===== config.mk =====
export PLATFORM = sky130hd
export DESIGN_NAME = sat_ram
export DESIGN_NICKNAME = d
export VERILOG_FILES = /design/src/sat_ram.sv
export SDC_FILE = /design/constraint.sdc
export NUM_CORES = 2
export LEC_CHECK = 0
export BUFFER_PORTS_ARGS = -buffer_cell sky130_fd_sc_hd__buf_2
export CELL_PAD_IN_SITES_DETAIL_PLACEMENT = 0
export CELL_PAD_IN_SITES_GLOBAL_PLACEMENT = 1
export CORE_UTILIZATION = 57
export DETAILED_ROUTE_END_ITERATION = 10
export PLACE_DENSITY = 0.83
export SLEW_MARGIN = 20
export SYNTH_ARGS = -nofsm -noshare
export SYNTH_HDL_FRONTEND = slang
export SYNTH_SLANG_ARGS = --single-unit

===== constraint.sdc =====
create_clock -name clock -period 4.8 [get_ports clock]
set_input_delay 0.48 -clock clock [delete_from_list [all_inputs] [get_ports clock]]
set_output_delay 0.48 -clock clock [all_outputs]
set_load 0.03 [all_outputs]

===== src/sat_ram.sv =====
// Generic single-write, single-read synchronous RAM with a registered read.
`default_nettype none

module sat_ram #(
   parameter int WIDTH  = 32,
   parameter int DEPTH  = 128,
   parameter int ADDR_W = 7
) (
   input  logic              clock,
   input  logic              wr_en,
   input  logic [ADDR_W-1:0] wr_addr,
   input  logic [WIDTH-1:0]  wr_data,
   input  logic              rd_en,
   input  logic [ADDR_W-1:0] rd_addr,
   output logic [WIDTH-1:0]  rd_data
);

   logic [WIDTH-1:0] mem_ff [DEPTH];
   logic [WIDTH-1:0] rd_data_ff;

   always_ff @(posedge clock) begin
      if (wr_en) begin
         mem_ff[wr_addr] <= wr_data;
      end
      if (rd_en) begin
         rd_data_ff <= mem_ff[rd_addr];
      end
   end

   assign rd_data = rd_data_ff;

endmodule

`default_nettype wire


# After elaboration in Yosys (flattened, before gate mapping)
# Memories as Yosys holds them, arrays and structs flattened. A register that Yosys moved wholly into a read port is not among the register bits.
# Cells that the tools add are included.
# totals
register_bits,0
ramBits,4096
input_bits,49
output_inout_bits,32
elab_cells,3
mem_count,1
# mem_list
name,depth,word_bits,rd,rd_ports_with_merged_regs,wr,line_no,source
mem_ff,128,32,1,1,1,18,logic [WIDTH-1:0] mem_ff [DEPTH];
# op_classes
muxes,2
# ops
operator,count
2-to-1 mux 1 bit,2

# Longest topological paths before layout
# depth
depth_word,2
depth_mapped,8
mapped_depth_nobuf,4

# Worst setup path before layout
# No wires, ideal clock.
# synth_timing
kind,input-to-reg
startpoint,in wr_en
endpoint,"mem mem_ff[98][0], enable pin"
setup_ps,461
arrival_time_ps,3258
t_required_ps,4339
path_slack_ps,1081
cell_stages,3
n_path_buf,1
path_cell_list,clkbuf_1 > nand4_1 > nor3_1
# synth_via
elab_chain_cells,2
# synth_rtl
item,line_no,source
from (decl),10,"input logic wr_en,"
2-to-1 mux 1 bit,22,if (wr_en) begin
2-to-1 mux 1 bit (implied by the code),23,mem_ff[wr_addr] <= wr_data;
to (decl),18,
# No other way between the ends.

==> impl.org <==
** Floorplanning
- The floorplan has 192 rows.
- From bottom edge to top edge, the die measures 526.1 um.
- After floorplanning, the core was sized to cover 0.2734 sq mm.
- Width of the die :: 526.1 um
- Number of primary I/O pins :: 81
- Area of the die :: 0.2768 sq mm
- For this configuration, the core starts out at a cell density of 0.5728.

** Placement
- In this run, placement finished with an instance count of 9672.
- The wire-length estimate of the detail-placed layout is 218.6 mm.
- During placement, the flow inserted port buffers numbering 80.
- Routability Congestion :: 0.8267

** Timing
- Adding up every negative setup slack in the final design gives 0 ps.
- RSZ-0062 raised after global routing :: no
- Final Max Slew Viols :: 0
- Setup violations remaining at the end of the flow were counted as 0.
- Between clock sinks in the finished design, the worst skew comes to 42.34 ps.
- Hold Violations, Final :: 0
- Transition at the pin with the smallest max-transition slack :: 1113 ps
- The routed design could run at a clock period as short as 3261 ps.
- Measured against its own limit, the worst slew margin works out to 0.2553.
- Ratio of final minimum period to clock period :: 0.6793
- Achievable Freq :: 0.3067 GHz

** Hold path
- Class of the worst hold path :: input port to flop

** Synth
- Average size of a mapped cell :: 26.14 sq um
- Synthesized net count :: 6039
- Seq/Total Area, Yosys :: 0.7916
- Top post-synthesis cells by area :: sky130_fd_sc_hd__edfxtp_1 79%, sky130_fd_sc_hd__mux4_2 19%, sky130_fd_sc_hd__clkbuf_1 0.44%, sky130_fd_sc_hd__nor2_1 0.29%, sky130_fd_sc_hd__buf_2 0.25%
- Summing every instance area after synthesis gives 0.1566 sq mm.
- In the synthesized netlist, the number of instances is 5990.
- Yosys warning total :: 0
- Number of library cell types mapped by synthesis :: 16
- Share of Yosys cell area claimed by the top area cell type :: 0.7916
- The largest total area in the synthesized netlist belongs to sky130_fd_sc_hd__edfxtp_1.
- In this run, synthesis produced a sequential element count of 4128.

** Pwr
- Across the VDD grid, the largest voltage drop is 0.3621 mV.
- Power spread over the standard cell area amounts to 422.9 mW/mm^2.
- The analysis attributes to cell leakage a power of 54.48 nW.
- The design draws 75.08 mW.

** CTS
- Counting every sink on the clock net gives 4128.
- TritonCTS clock tree :: yes
- Total of hold buffers inserted after clock tree synthesis :: 0
- The cell sitting at the root of the clock tree is a sky130_fd_sc_hd__clkbuf_16.
- TritonCTS Buffers :: 391
- Gates resized during post-CTS repair numbered 0.
- After clock tree synthesis, the clock-pin slew on the worst setup and hold paths is 60 ps.
- The H-tree was split into 5 levels.
- In this run the post-CTS setup repair buffer count came out at 0.
- Buffer levels on the longest clock path :: 4
- For the worst-skew pair, the clock arrives at the later sink with an insertion delay of 920 ps.

** Final layout
- In the layout the commonest cells are 4128 x sky130_fd_sc_hd__edfxtp_1, 1344 x sky130_fd_sc_hd__mux4_2, 401 x sky130_fd_sc_hd__clkbuf_16, 289 x sky130_fd_sc_hd__buf_4, 119 x sky130_fd_sc_hd__nor2_4.
- Growth of design area from synthesis to finish :: 13.37%
- Share of cells above drive strength 1 :: 0.3621
- Leaving out fill and tap cells, the most frequent cell in the layout is sky130_fd_sc_hd__edfxtp_1.
- Cell Count, Final, Fillers Out :: 10440
- The net count of the finished layout is 6525.

** Detailed routing
- The routed layout has 73580 vias.
- In the final routed layout, each cell accounts on average for 40.27 um.
- Antenna viol nets, final :: 0
- In this run, the number of DRC markers left after iteration 0 of detailed routing was 11780.
- For this block, the routed nets add up to 420.2 mm of wire.
- The pre-antenna-repair detailed-routing pass consisted of 7 iterations.
- In the routed design, unresolved DRC markers number 0.
- Mean number of vias per cell :: 7.051

** Global route
- GR Overflow Total :: 0
- Pin count of the biggest net entering global routing :: 96
- The number of antenna violations at the first check in global routing is 64.
- Vias in the first global route :: 74860
- All-layer global routing usage :: 0.3062
- The first global-routing pass estimated 583.5 mm of wire.

** Worst setup path
- Critical Path Fanout Max :: 47
- The worst setup path is captured at a flop.
- Nature of the critical path startpoint :: input port
- Worst Path Required :: 5420 ps
- Category of the critical setup timing path :: input port to flop
- Arrival time at the worst endpoint :: 3880 ps
- In this run the register-to-register setup slack is 1890 ps.

** Status
- Result of the run :: completed

** Job
- Across the run, the number of max-cap violations was 0.
-- final timing paths --
kind	startpoint	end	cells after the start
max	rd_addr[0]	rd_data[22]	7
min	wr_data[3]	mem_ff[37][3]	1
max reg2reg	mem_ff[69][22]	rd_data[22]	4
min reg2reg	mem_ff[74][13]	rd_data[13]	4
-- layer usage --
layer  GRT usage  vias to the layer above  routed length (um)  part of all wire
li1            -                    27430                   -                 -
met1      0.4080                    39150              140400              0.33
met2      0.4813                     6047              202700              0.48
met3     0.08041                      931               56450              0.13
met4      0.1376                       28               20400             0.049
met5           0                        -                 185           0.00044
-- registers in the layout (all words and copies together) (netlist names) --
name	flops
mem_ff	4096
rd_data	32
-- layout make-up --
cell class                      count  area (sq um)
Antenna cell                       57         142.6
Clock buffer                      477         10320
Tap cell                         3589          4491
Timing Repair Buffer              409          3926
Fill cell                       16130         95850
Clock inverter                    229          2412
Multi-Input combinational cell   1546         32280
Sequential cell                  4128        124000
-- worst max-delay path, stage by stage --
cell,delay [ps]
sky130_fd_sc_hd__buf_12,420
sky130_fd_sc_hd__buf_12,260
sky130_fd_sc_hd__buf_4,280
sky130_fd_sc_hd__mux4_2,580
sky130_fd_sc_hd__mux4_2,670
sky130_fd_sc_hd__mux4_2,740
sky130_fd_sc_hd__mux2_2,360
-- cells by family after synthesis --
logic type / share of synthesized area
buffers and inverters: 0.008373
and+or+nand+nor: 0.004450
DFF: 0.7916
muxes: 0.1956
-- where the power goes --
part	leakage (nW)	total, mW	internal (mW)	switching (mW)
Combinational	11.2	3.95	1.49	2.45
Sequential	37.1	40.0	39.8	0.115
Clock	6.17	31.2	17.9	13.3
Total	54.5	75.1	59.2	15.9
-- cell usage after synthesis --
library cell and instances:
sky130_fd_sc_hd__edfxtp_1 4128, sky130_fd_sc_hd__mux4_2 1344, sky130_fd_sc_hd__clkbuf_1 182, sky130_fd_sc_hd__nor2_1 122
sky130_fd_sc_hd__buf_2 79, sky130_fd_sc_hd__buf_1 50, sky130_fd_sc_hd__mux2_2 32, sky130_fd_sc_hd__nand2_1 14
sky130_fd_sc_hd__nand3_1 12, sky130_fd_sc_hd__nor3_1 9, sky130_fd_sc_hd__nor2b_1 7, sky130_fd_sc_hd__buf_4 3
sky130_fd_sc_hd__nand4_1 3, sky130_fd_sc_hd__buf_6 2, sky130_fd_sc_hd__nand2b_1 2, sky130_fd_sc_hd__or3_1 1
-- per-stage QoR --
stage | area [sq um] | hold WS, ps | worst slack [ps] | util
6_report | 177500 | 136.6 | 1539 | 0.6494
5_1_grt | 177500 | 146.5 | 1474 | 0.6493
4_1_cts | 177400 | 95.24 | 1577 | 0.6489
3_5_place_dp | 164700 | 1012 | 743.1 | 0.6023
3_3_place_gp | 164700 | 1013 | 739.9 | 0.6023
2_1_floorplan | 156600 | 578.9 | 1081 | -
(Power assumes the default switching activity.)
