### src/sat_pkg.sv
// Shared types and constants of the section address translator.
`default_nettype none

package sat_pkg;

   // Operation codes of an input word.
   localparam logic [2:0] OP_LOAD        = 3'd0;
   localparam logic [2:0] OP_REL_TO_FILE = 3'd1;
   localparam logic [2:0] OP_ABS_TO_FILE = 3'd2;
   localparam logic [2:0] OP_FILE_TO_REL = 3'd3;
   localparam logic [2:0] OP_FILE_TO_ABS = 3'd4;
   localparam logic [2:0] OP_REL_TO_ABS  = 3'd5;

   // Configuration register indexes.
   localparam int CSR_IDX_W  = 2;
   localparam int CSR_DATA_W = 32;
   localparam logic [CSR_IDX_W-1:0] CSR_IMAGE_BASE    = 2'd0;
   localparam logic [CSR_IDX_W-1:0] CSR_SECTION_COUNT = 2'd1;
   localparam logic [CSR_IDX_W-1:0] CSR_IMAGE_VALID   = 2'd2;

   // One section table entry, as held in the table memory.
   typedef struct packed {
      logic [31:0] virt_start;
      logic [31:0] virt_size;
      logic [31:0] raw_start;
      logic [31:0] raw_size;
   } entry_type;

   localparam int ENTRY_W = $bits(entry_type);

   // Configuration seen by the scan engine.
   typedef struct packed {
      logic [31:0] image_base;
      logic [7:0]  section_count;
      logic        image_valid;
   } cfg_type;

endpackage

`default_nettype wire

### src/sat_scan.sv
// Sequencer and datapath that load table entries and scan them for lookups.
`default_nettype none

module sat_scan #(
   parameter int MAX_SECTIONS = 128,
   parameter int IDX_W        = 7
) (
   input  logic                clock,
   input  logic                reset,
   input  sat_pkg::cfg_type    cfg,
   input  logic                req_valid,
   output logic                req_stall,
   input  logic [2:0]          req_op,
   input  logic [6:0]          req_load_index,
   input  logic [31:0]         req_entry_virt_start,
   input  logic [31:0]         req_entry_virt_size,
   input  logic [31:0]         req_entry_raw_start,
   input  logic [31:0]         req_entry_raw_size,
   input  logic [31:0]         req_addr,
   output logic                rsp_valid,
   input  logic                rsp_stall,
   output logic [31:0]         rsp_translated,
   output logic                rsp_hit,
   output logic                ram_wr_en,
   output logic [IDX_W-1:0]    ram_wr_addr,
   output sat_pkg::entry_type  ram_wr_data,
   output logic                ram_rd_en,
   output logic [IDX_W-1:0]    ram_rd_addr,
   input  sat_pkg::entry_type  ram_rd_data
);

   import sat_pkg::*;

   localparam int CNT_W = $clog2(MAX_SECTIONS + 1);

   localparam logic [2:0] ST_IDLE = 3'd0;
   localparam logic [2:0] ST_SCAN = 3'd1;
   localparam logic [2:0] ST_ADD  = 3'd2;
   localparam logic [2:0] ST_BASE = 3'd3;
   localparam logic [2:0] ST_DONE = 3'd4;

   logic [2:0]       state_ff, state_in;
   logic [2:0]       op_ff, op_in;
   logic [31:0]      key_ff, key_in;
   logic [CNT_W-1:0] idx_ff, idx_in;
   logic             rd_vld_ff, rd_vld_in;
   logic [31:0]      diff_ff, diff_in;
   logic [31:0]      other_ff, other_in;
   logic [31:0]      res_ff, res_in;
   logic             hit_ff, hit_in;
   logic             rsp_valid_ff, rsp_valid_in;
   logic [31:0]      rsp_translated_ff, rsp_translated_in;
   logic             rsp_hit_ff, rsp_hit_in;

   logic             accept;
   logic             is_lookup;
   logic             sub_base;
   logic [31:0]      base_sum;
   logic [CNT_W-1:0] limit;
   logic             virt_side;
   logic [31:0]      sel_start;
   logic [31:0]      sel_size;
   logic [31:0]      sel_other;
   logic [31:0]      sel_end;
   logic             match;
   logic             issue;
   logic             out_free;

   assign req_stall = (state_ff != ST_IDLE);
   assign accept    = req_valid && !req_stall;

   always_comb begin
      is_lookup = req_op inside {[OP_REL_TO_FILE:OP_REL_TO_ABS]};
   end

   // One adder serves both the image base subtraction and the addition.
   assign sub_base = (req_op == OP_ABS_TO_FILE);
   assign base_sum = req_addr + (sub_base ? ~cfg.image_base : cfg.image_base)
                     + {31'd0, sub_base};

   assign limit = (32'(cfg.section_count) > 32'(MAX_SECTIONS)) ?
                  CNT_W'(MAX_SECTIONS) : CNT_W'(cfg.section_count);

   // Loads are taken only while no lookup is running, so table writes never meet a scan.
   assign ram_wr_en   = accept && (req_op == OP_LOAD)
                        && (32'(req_load_index) < 32'(MAX_SECTIONS));
   assign ram_wr_addr = IDX_W'(req_load_index);
   assign ram_wr_data = '{virt_start: req_entry_virt_start,
                          virt_size:  req_entry_virt_size,
                          raw_start:  req_entry_raw_start,
                          raw_size:   req_entry_raw_size};

   assign virt_side = (op_ff == OP_REL_TO_FILE) || (op_ff == OP_ABS_TO_FILE);
   assign sel_start = virt_side ? ram_rd_data.virt_start : ram_rd_data.raw_start;
   assign sel_size  = virt_side ? ram_rd_data.virt_size  : ram_rd_data.raw_size;
   assign sel_other = virt_side ? ram_rd_data.raw_start  : ram_rd_data.virt_start;
   assign sel_end   = sel_start + sel_size;
   assign match     = rd_vld_ff && (key_ff >= sel_start) && (key_ff < sel_end);

   assign issue       = (state_ff == ST_SCAN) && !match && (idx_ff < limit);
   assign ram_rd_en   = issue;
   assign ram_rd_addr = idx_ff[IDX_W-1:0];

   assign out_free = !rsp_valid_ff || !rsp_stall;

   always_comb begin
      state_in          = state_ff;
      op_in             = op_ff;
      key_in            = key_ff;
      idx_in            = idx_ff;
      rd_vld_in         = 1'b0;
      diff_in           = diff_ff;
      other_in          = other_ff;
      res_in            = res_ff;
      hit_in            = hit_ff;
      rsp_valid_in      = rsp_valid_ff && rsp_stall;
      rsp_translated_in = rsp_translated_ff;
      rsp_hit_in        = rsp_hit_ff;

      case (state_ff)
         ST_IDLE: begin
            if (accept && is_lookup) begin
               op_in  = req_op;
               key_in = sub_base ? base_sum : req_addr;
               idx_in = '0;
               if (!cfg.image_valid) begin
                  res_in   = '0;
                  hit_in   = 1'b0;
                  state_in = ST_DONE;
               end else if (req_op == OP_REL_TO_ABS) begin
                  res_in   = base_sum;
                  hit_in   = 1'b1;
                  state_in = ST_DONE;
               end else begin
                  state_in = ST_SCAN;
               end
            end
         end
         ST_SCAN: begin
            // The entry read last cycle is compared while the next one is read.
            rd_vld_in = issue;
            if (match) begin
               diff_in  = key_ff - sel_start;
               other_in = sel_other;
               state_in = ST_ADD;
            end else if (!issue) begin
               res_in   = (op_ff == OP_FILE_TO_ABS) ? cfg.image_base : '0;
               hit_in   = 1'b0;
               state_in = ST_DONE;
            end else begin
               idx_in = idx_ff + CNT_W'(1);
            end
         end
         ST_ADD: begin
            res_in   = diff_ff + other_ff;
            hit_in   = 1'b1;
            state_in = (op_ff == OP_FILE_TO_ABS) ? ST_BASE : ST_DONE;
         end
         ST_BASE: begin
            res_in   = res_ff + cfg.image_base;
            state_in = ST_DONE;
         end
         ST_DONE: begin
            if (out_free) begin
               rsp_valid_in      = 1'b1;
               rsp_translated_in = res_ff;
               rsp_hit_in        = hit_ff;
               state_in          = ST_IDLE;
            end
         end
         default: begin
            state_in = ST_IDLE;
         end
      endcase
   end

   always_ff @(posedge clock) begin
      if (reset) begin
         state_ff     <= ST_IDLE;
         idx_ff       <= '0;
         rd_vld_ff    <= 1'b0;
         rsp_valid_ff <= 1'b0;
      end else begin
         state_ff     <= state_in;
         idx_ff       <= idx_in;
         rd_vld_ff    <= rd_vld_in;
         rsp_valid_ff <= rsp_valid_in;
      end
   end

   always_ff @(posedge clock) begin
      op_ff             <= op_in;
      key_ff            <= key_in;
      diff_ff           <= diff_in;
      other_ff          <= other_in;
      res_ff            <= res_in;
      hit_ff            <= hit_in;
      rsp_translated_ff <= rsp_translated_in;
      rsp_hit_ff        <= rsp_hit_in;
   end

   assign rsp_valid      = rsp_valid_ff;
   assign rsp_translated = rsp_translated_ff;
   assign rsp_hit        = rsp_hit_ff;

endmodule

`default_nettype wire

### config.mk
export PLATFORM = sky130hd
export DESIGN_NAME = sat_scan
export DESIGN_NICKNAME = d
export VERILOG_FILES = /design/src/sat_pkg.sv /design/src/sat_scan.sv
export SDC_FILE = /design/constraint.sdc
export NUM_CORES = 1
export LEC_CHECK = 0
export BUFFER_PORTS_ARGS = -buffer_cell sky130_fd_sc_hd__buf_4
export CAP_MARGIN = 10
export CORE_AREA = 2 2 200 202
export CTS_BUF_LIST = sky130_fd_sc_hd__clkbuf_4 sky130_fd_sc_hd__clkbuf_8
export CTS_CLUSTER_DIAMETER = 120
export DETAILED_ROUTE_END_ITERATION = 10
export DIE_AREA = 0 0 202 204
export GPL_ROUTABILITY_DRIVEN = 0
export HOLD_SLACK_MARGIN = 0.06
export PLACE_DENSITY_LB_ADDON = 0.1
export SYNTH_ARGS = -nofsm -noshare
export SYNTH_HDL_FRONTEND = slang
export SYNTH_SLANG_ARGS = --single-unit
### constraint.sdc
create_clock -name clock -period 11.65 [get_ports clock]
set_input_delay 2.33 -clock clock [delete_from_list [all_inputs] [get_ports clock]]
set_output_delay 2.33 -clock clock [all_outputs]
set_load 0.01 [all_outputs]
; Word level (Yosys, flattened, before mapping)
; Index checks and enable logic that the tools add are counted.
[totals]
wordCells = 105
memories = 0
output_inout_bits = 179
regBits = 178
input_bits = 343
ram_bits = 0
latchBits = 0
romBits = 0
[classes]
mul = 0
div_mod_pow = 0
n_shift = 0
mux = 33
magnitude_cmp = 6
add_sub_neg = 7
bitwise = 2
n_reduce_logical = 29
n_eq_ne = 16
[op_table]
columns = cell, count
row1 = 32-bit two-way mux, 11
row2 = 32-bit adder, 4
row3 = 32-bit one-hot mux with 4 select lines, 1
row4 = 32-bit by 1-bit adder with 32-bit output, 1
row5 = 32-bit >= comparator, 1
row6 = 32-bit < comparator, 1
row7 = 8-bit two-way mux, 4
row8 = 32-bit NOT, 1
row9 = 32-bit subtractor, 1
row10 = 3-bit two-way mux, 7
row11 = 8-bit one-hot mux with 2 select lines, 1
row12 = 3-bit one-hot mux with 5 select lines, 1
row13 = "3-bit by 2-bit == test with 1-bit output, second input constant", 4
row14 = "2-bit != test, second input constant", 5
row15 = 5-bit AND reduction, 2
row16 = "3-bit == test, second input constant", 3
row17 = 1-bit logical AND, 9
row18 = "8-bit by 1-bit adder with 8-bit output, second input constant", 1
row19 = "8-bit greater-than comparator, second input constant", 1
row20 = 8-bit < comparator, 1
row21 = 1-bit two-way mux, 7
row22 = "3-bit by 1-bit == test with 1-bit output, second input constant", 2
row23 = 3-bit zero test, 2
row24 = "3-bit != test, second input constant", 2
row25 = 13 further kinds, 20

; Longest topological paths before layout
[logic_depth]
depth_word = 12
mapped_depth = 28
depth_no_buf = 26

; Worst setup path after synthesis
; OpenSTA, ideal clock, no wires.
[synth_path]
path_kind = input-to-output
startpoint = in ram_rd_data[65] (netlist name)
endpoint = out ram_rd_en
path_stages = 19
slack_ps = 2760
t_required_ps = 9320
t_arrival_ps = 6560
path_cell_list = mux2_2 ha_1 a21o_1 a21o_1 maj3_1 a22oi_1 o21ai_1 a211oi_1 o31ai_1 or3_1 nand2_1 ha_1 a21o_1 a21o_1 a21oi_1 o21ai_0 a221o_1 a2111oi_1 a21oi_2
[synth_between]
elab_chain_cells = 7
[synth_rtl]
columns = item, line
row1 = "start, declared", sat_scan.sv:29  ; input sat_pkg::entry_type ram_rd_data
row2 = 32-bit two-way mux, sat_scan.sv:95  ; assign sel_size = virt_side ? ram_rd_data.virt_size : ram_rd_data.raw_size;
row3 = 32-bit adder, sat_scan.sv:97  ; assign sel_end = sel_start + sel_size;
row4 = 32-bit < comparator, sat_scan.sv:98  ; assign match = rd_vld_ff && (key_ff >= sel_start) && (key_ff < sel_end);
row5 = 1-bit logical AND, sat_scan.sv:98
row6 = 1-bit zero test, sat_scan.sv:100  ; assign issue = (state_ff == ST_SCAN) && !match && (idx_ff < limit);
row7 = 1-bit logical AND (2 in series), sat_scan.sv:100
row8 = "end, declared", sat_scan.sv:27  ; output logic ram_rd_en,
; Every way passes these cells.

; Worst setup path in the final report
; Ends and elaborated chain as after synthesis.

==> results.py <==
metrics = {
    "timing": {
        "setup_ws_ps": 1700,
        "setup_viol": 0,
        "layout_min_cycle_time_ps": 9950,
        "final.period_utilization": 0.854,
        "worst_slew_pin_slew_ps": 1100,
        "timing.fmax_mhz": 101,
        "hold_slack_ps": 452,
        "rsz0062_at_grt": "no",
        "hold_violations": 0,
        "drv_slew": 0,
        "tns_ps": 0,
        "clock-skew-final_ps": 24.3,
        "worst_slew_margin_rel": 0.262,
    },
    "global_route": {
        "grt_max_degree": 87,
        "antenna_found_initial": 2,
        "grt_overflow": 0,
        "grt_first_pass_wirelength_um": 88600,
        "gr-usage-met2": 0.434,
        "grtUsageMet1": 0.378,
        "grt-busiest-layer": "met2",
        "use_met3": 0.129,
        "grt_pass1_vias": 14300,
        "grt_usage": 0.287,
    },
    "clock_network": {
        "cts_tree": "done",
        "clk_pin_slew_ps": 110,
        "post_cts_buffers": 0,
        "ctsRootBufferMaster": "clkbuf_8",
        "cts_buffers": 17,
        "clk_latency_ps": 520,
        "hold_buffers": 0,
        "clock-sinks": 178,
        "cts_max_level": 4,
        "cts_max_path_buffers": 2,
        "ctsResizeCount": 0,
    },
    "synth": {
        "synthFlopType": "edfxtp_1",
        "yosysSeqAreaShare": 0.286,
        "ys_async_sr_fraction": 0,
        "syn_area_sq_um": 18200,
        "synthCells": 1997,
        "ys_ff_latch": 178,
        "synth_nets": 2535,
        "synth_cell_type_count": 87,
        "ys_warn_count": 0,
        "avgSynthCellArea_sq_um": 9.12,
        "synth_enable_flop_cells": 165,
    },
    "routing": {
        "dr.pass1.iters": 7,
        "detail-route-antenna-nets": 0,
        "wl_per_cell_um": 23.1,
        "routed_wl_um": 60800,
        "drc": 0,
        "vias_per_cell": 5.91,
        "drtIter0Drc": 1070,
        "via_count": 15500,
    },
    "cells_and_area": {
        "final_area_sq_um": 20000,
        "area_delta_synth_final_pct": 9.83,
        "final_common_cell": "buf_4",
        "final_cell_mix": "buf_4, ha_1, edfxtp_1",
        "num_antenna_cells": 0,
        "instances_no_fill": 2628,
        "final_layout_size_suffix_gt1_frac": 0.193,
        "fin_nets": 2628,
        "post-route-util": 0.511,
    },
    "die": {
        "core_area_sq_um": 39200,
        "die-area_sq_um": 41200,
        "ios": 522,
        "rows": 73,
        "start_util": 0.465,
        "die_w_um": 202,
        "die_y_um": 204,
    },
    "critical_path": {
        "path_class": "in2out",
        "cp.arrival_ps": 7620,
        "cp_top_family": "compound AO/OA/AOI/OAI gates",
        "crit_chain": "buf_4 -> mux2_2 -> ha_1 -> a21o_1 -> a21o_1 -> maj3_1 -> a22oi_1 -> o21ai_1 -> a211oi_1 -> o31ai_1 -> o21ai_0 -> o21ai_0 -> xnor2_1 -> ha_1 -> nand4_1 -> nor4_1 -> nand2_1 -> nor4_1 -> a2111oi_1 -> buf_4 -> a21oi_2 -> buf_4",
        "path_max_fanout": 5,
        "crit_top_cell": "buf_4",
        "crit_required_ps": 9320,
        "slowest_stage": "a211oi_1",
        "cpPeakStageDelay_ps": 480,
        "crit_path_end_kind": "output pin",
        "path_buf_inv": 3,
        "start_kind": "input port",
    },
    "placement": {
        "dp_cells": 2596,
        "portBuffers": 251,
        "dp.final_hpwl_um": 50500,
        "dpl_cell_area_sq_um": 19600,
        "pre_cts_ws_ps": 1750,
    },
    "pwr": {
        "peakVddDrop_mv": 0.0788,
        "total_power_mw": 2.54,
        "p_leak_nw": 8.52,
        "cellPowerDensity_nw_per_um2": 127,
    },
    "status": {
        "status": "finished, final reports clean",
    },
    "run": {
        "max_cap_violations": 0,
    },
    "min_path": {
        "hp-class": "reg2reg",
    },
}
metal layers:
layer,part of all wire,vias to the layer above
met5,0,-
met4,0.014,0
met3,0.12,46
met2,0.43,749
met1,0.43,7234
li1,-,7508
sequential cells by signal, indices dropped and copies added, names as in the netlist:
register        flops
rd_vld_ff           1
op_ff               3
other_ff           32
idx_ff              8
diff_ff            32
key_ff             32
res_ff             32
rsp_hit             1
state_ff            3
hit_ff              1
rsp_valid           1
rsp_translated     32
area by class of cell:
cell class                 count  area, sq um
fill                        3697        19200
multi-input combinational   1553        11500
sequential                   178         5220
timing repair buffer         260         1950
tap                          525          657
inverter                      80          300
clock buffer                  17          234
clock inverter                15          136
synth_stat cells (10+ instances only):
library cell  count  share of area
a211oi_1         27          0.011
a21o_1           88          0.036
a21oi_1         157          0.043
a31oi_1          13         0.0045
and2_1           11         0.0038
and3_1           24         0.0082
buf_4           142          0.059
clkbuf_1         38         0.0078
dfxtp_1          13          0.014
edfxtp_1        165           0.27
ha_1            190           0.13
inv_1            80          0.016
mux2_2           80          0.049
mux2i_1          24          0.013
nand2_1         131          0.027
nand2b_1         24         0.0082
nand3_1          41          0.011
nand4_1          22         0.0076
nor2_1          125          0.026
nor2b_1          19         0.0065
nor3_1           26         0.0071
o211ai_1         13         0.0054
o21a_1           17         0.0070
o21ai_0         132          0.036
o21bai_1         19         0.0078
o31ai_1          19         0.0078
or3_1            10         0.0034
xnor2_1         114          0.055
xor2_1           60          0.029
path summary, 6_finish.rpt:
check	slack (ps)	cells past startpoint	start	endpoint
hold / removal	450	0	hit_ff	rsp_hit
hold reg to reg	450	0	hit_ff	rsp_hit
setup reg to reg	3470	26	op_ff[1]	res_ff[26]
setup / recovery	1700	22	ram_rd_data[65]	ram_rd_en
cells by family after synthesis:
logic type | after synthesis | share of synthesized area
buffers and inverters | 266 | 0.0841
AND/OR/NAND/NOR | 465 | 0.123
flip-flops | 178 | 0.286
XOR/XNOR | 175 | 0.0845
multiplexers | 104 | 0.0626
adder cells (fa/ha/maj) | 200 | 0.139
AO/OA/AOI/OAI | 609 | 0.220
report_power, final:
part | leakage [nW] | switching [mW] | internal [mW]
logic | 6.71 | 0.725 | 0.543
registers | 1.63 | 0.0429 | 0.803
clock network | 0.180 | 0.255 | 0.170
Power figures use the tool's default switching activity.
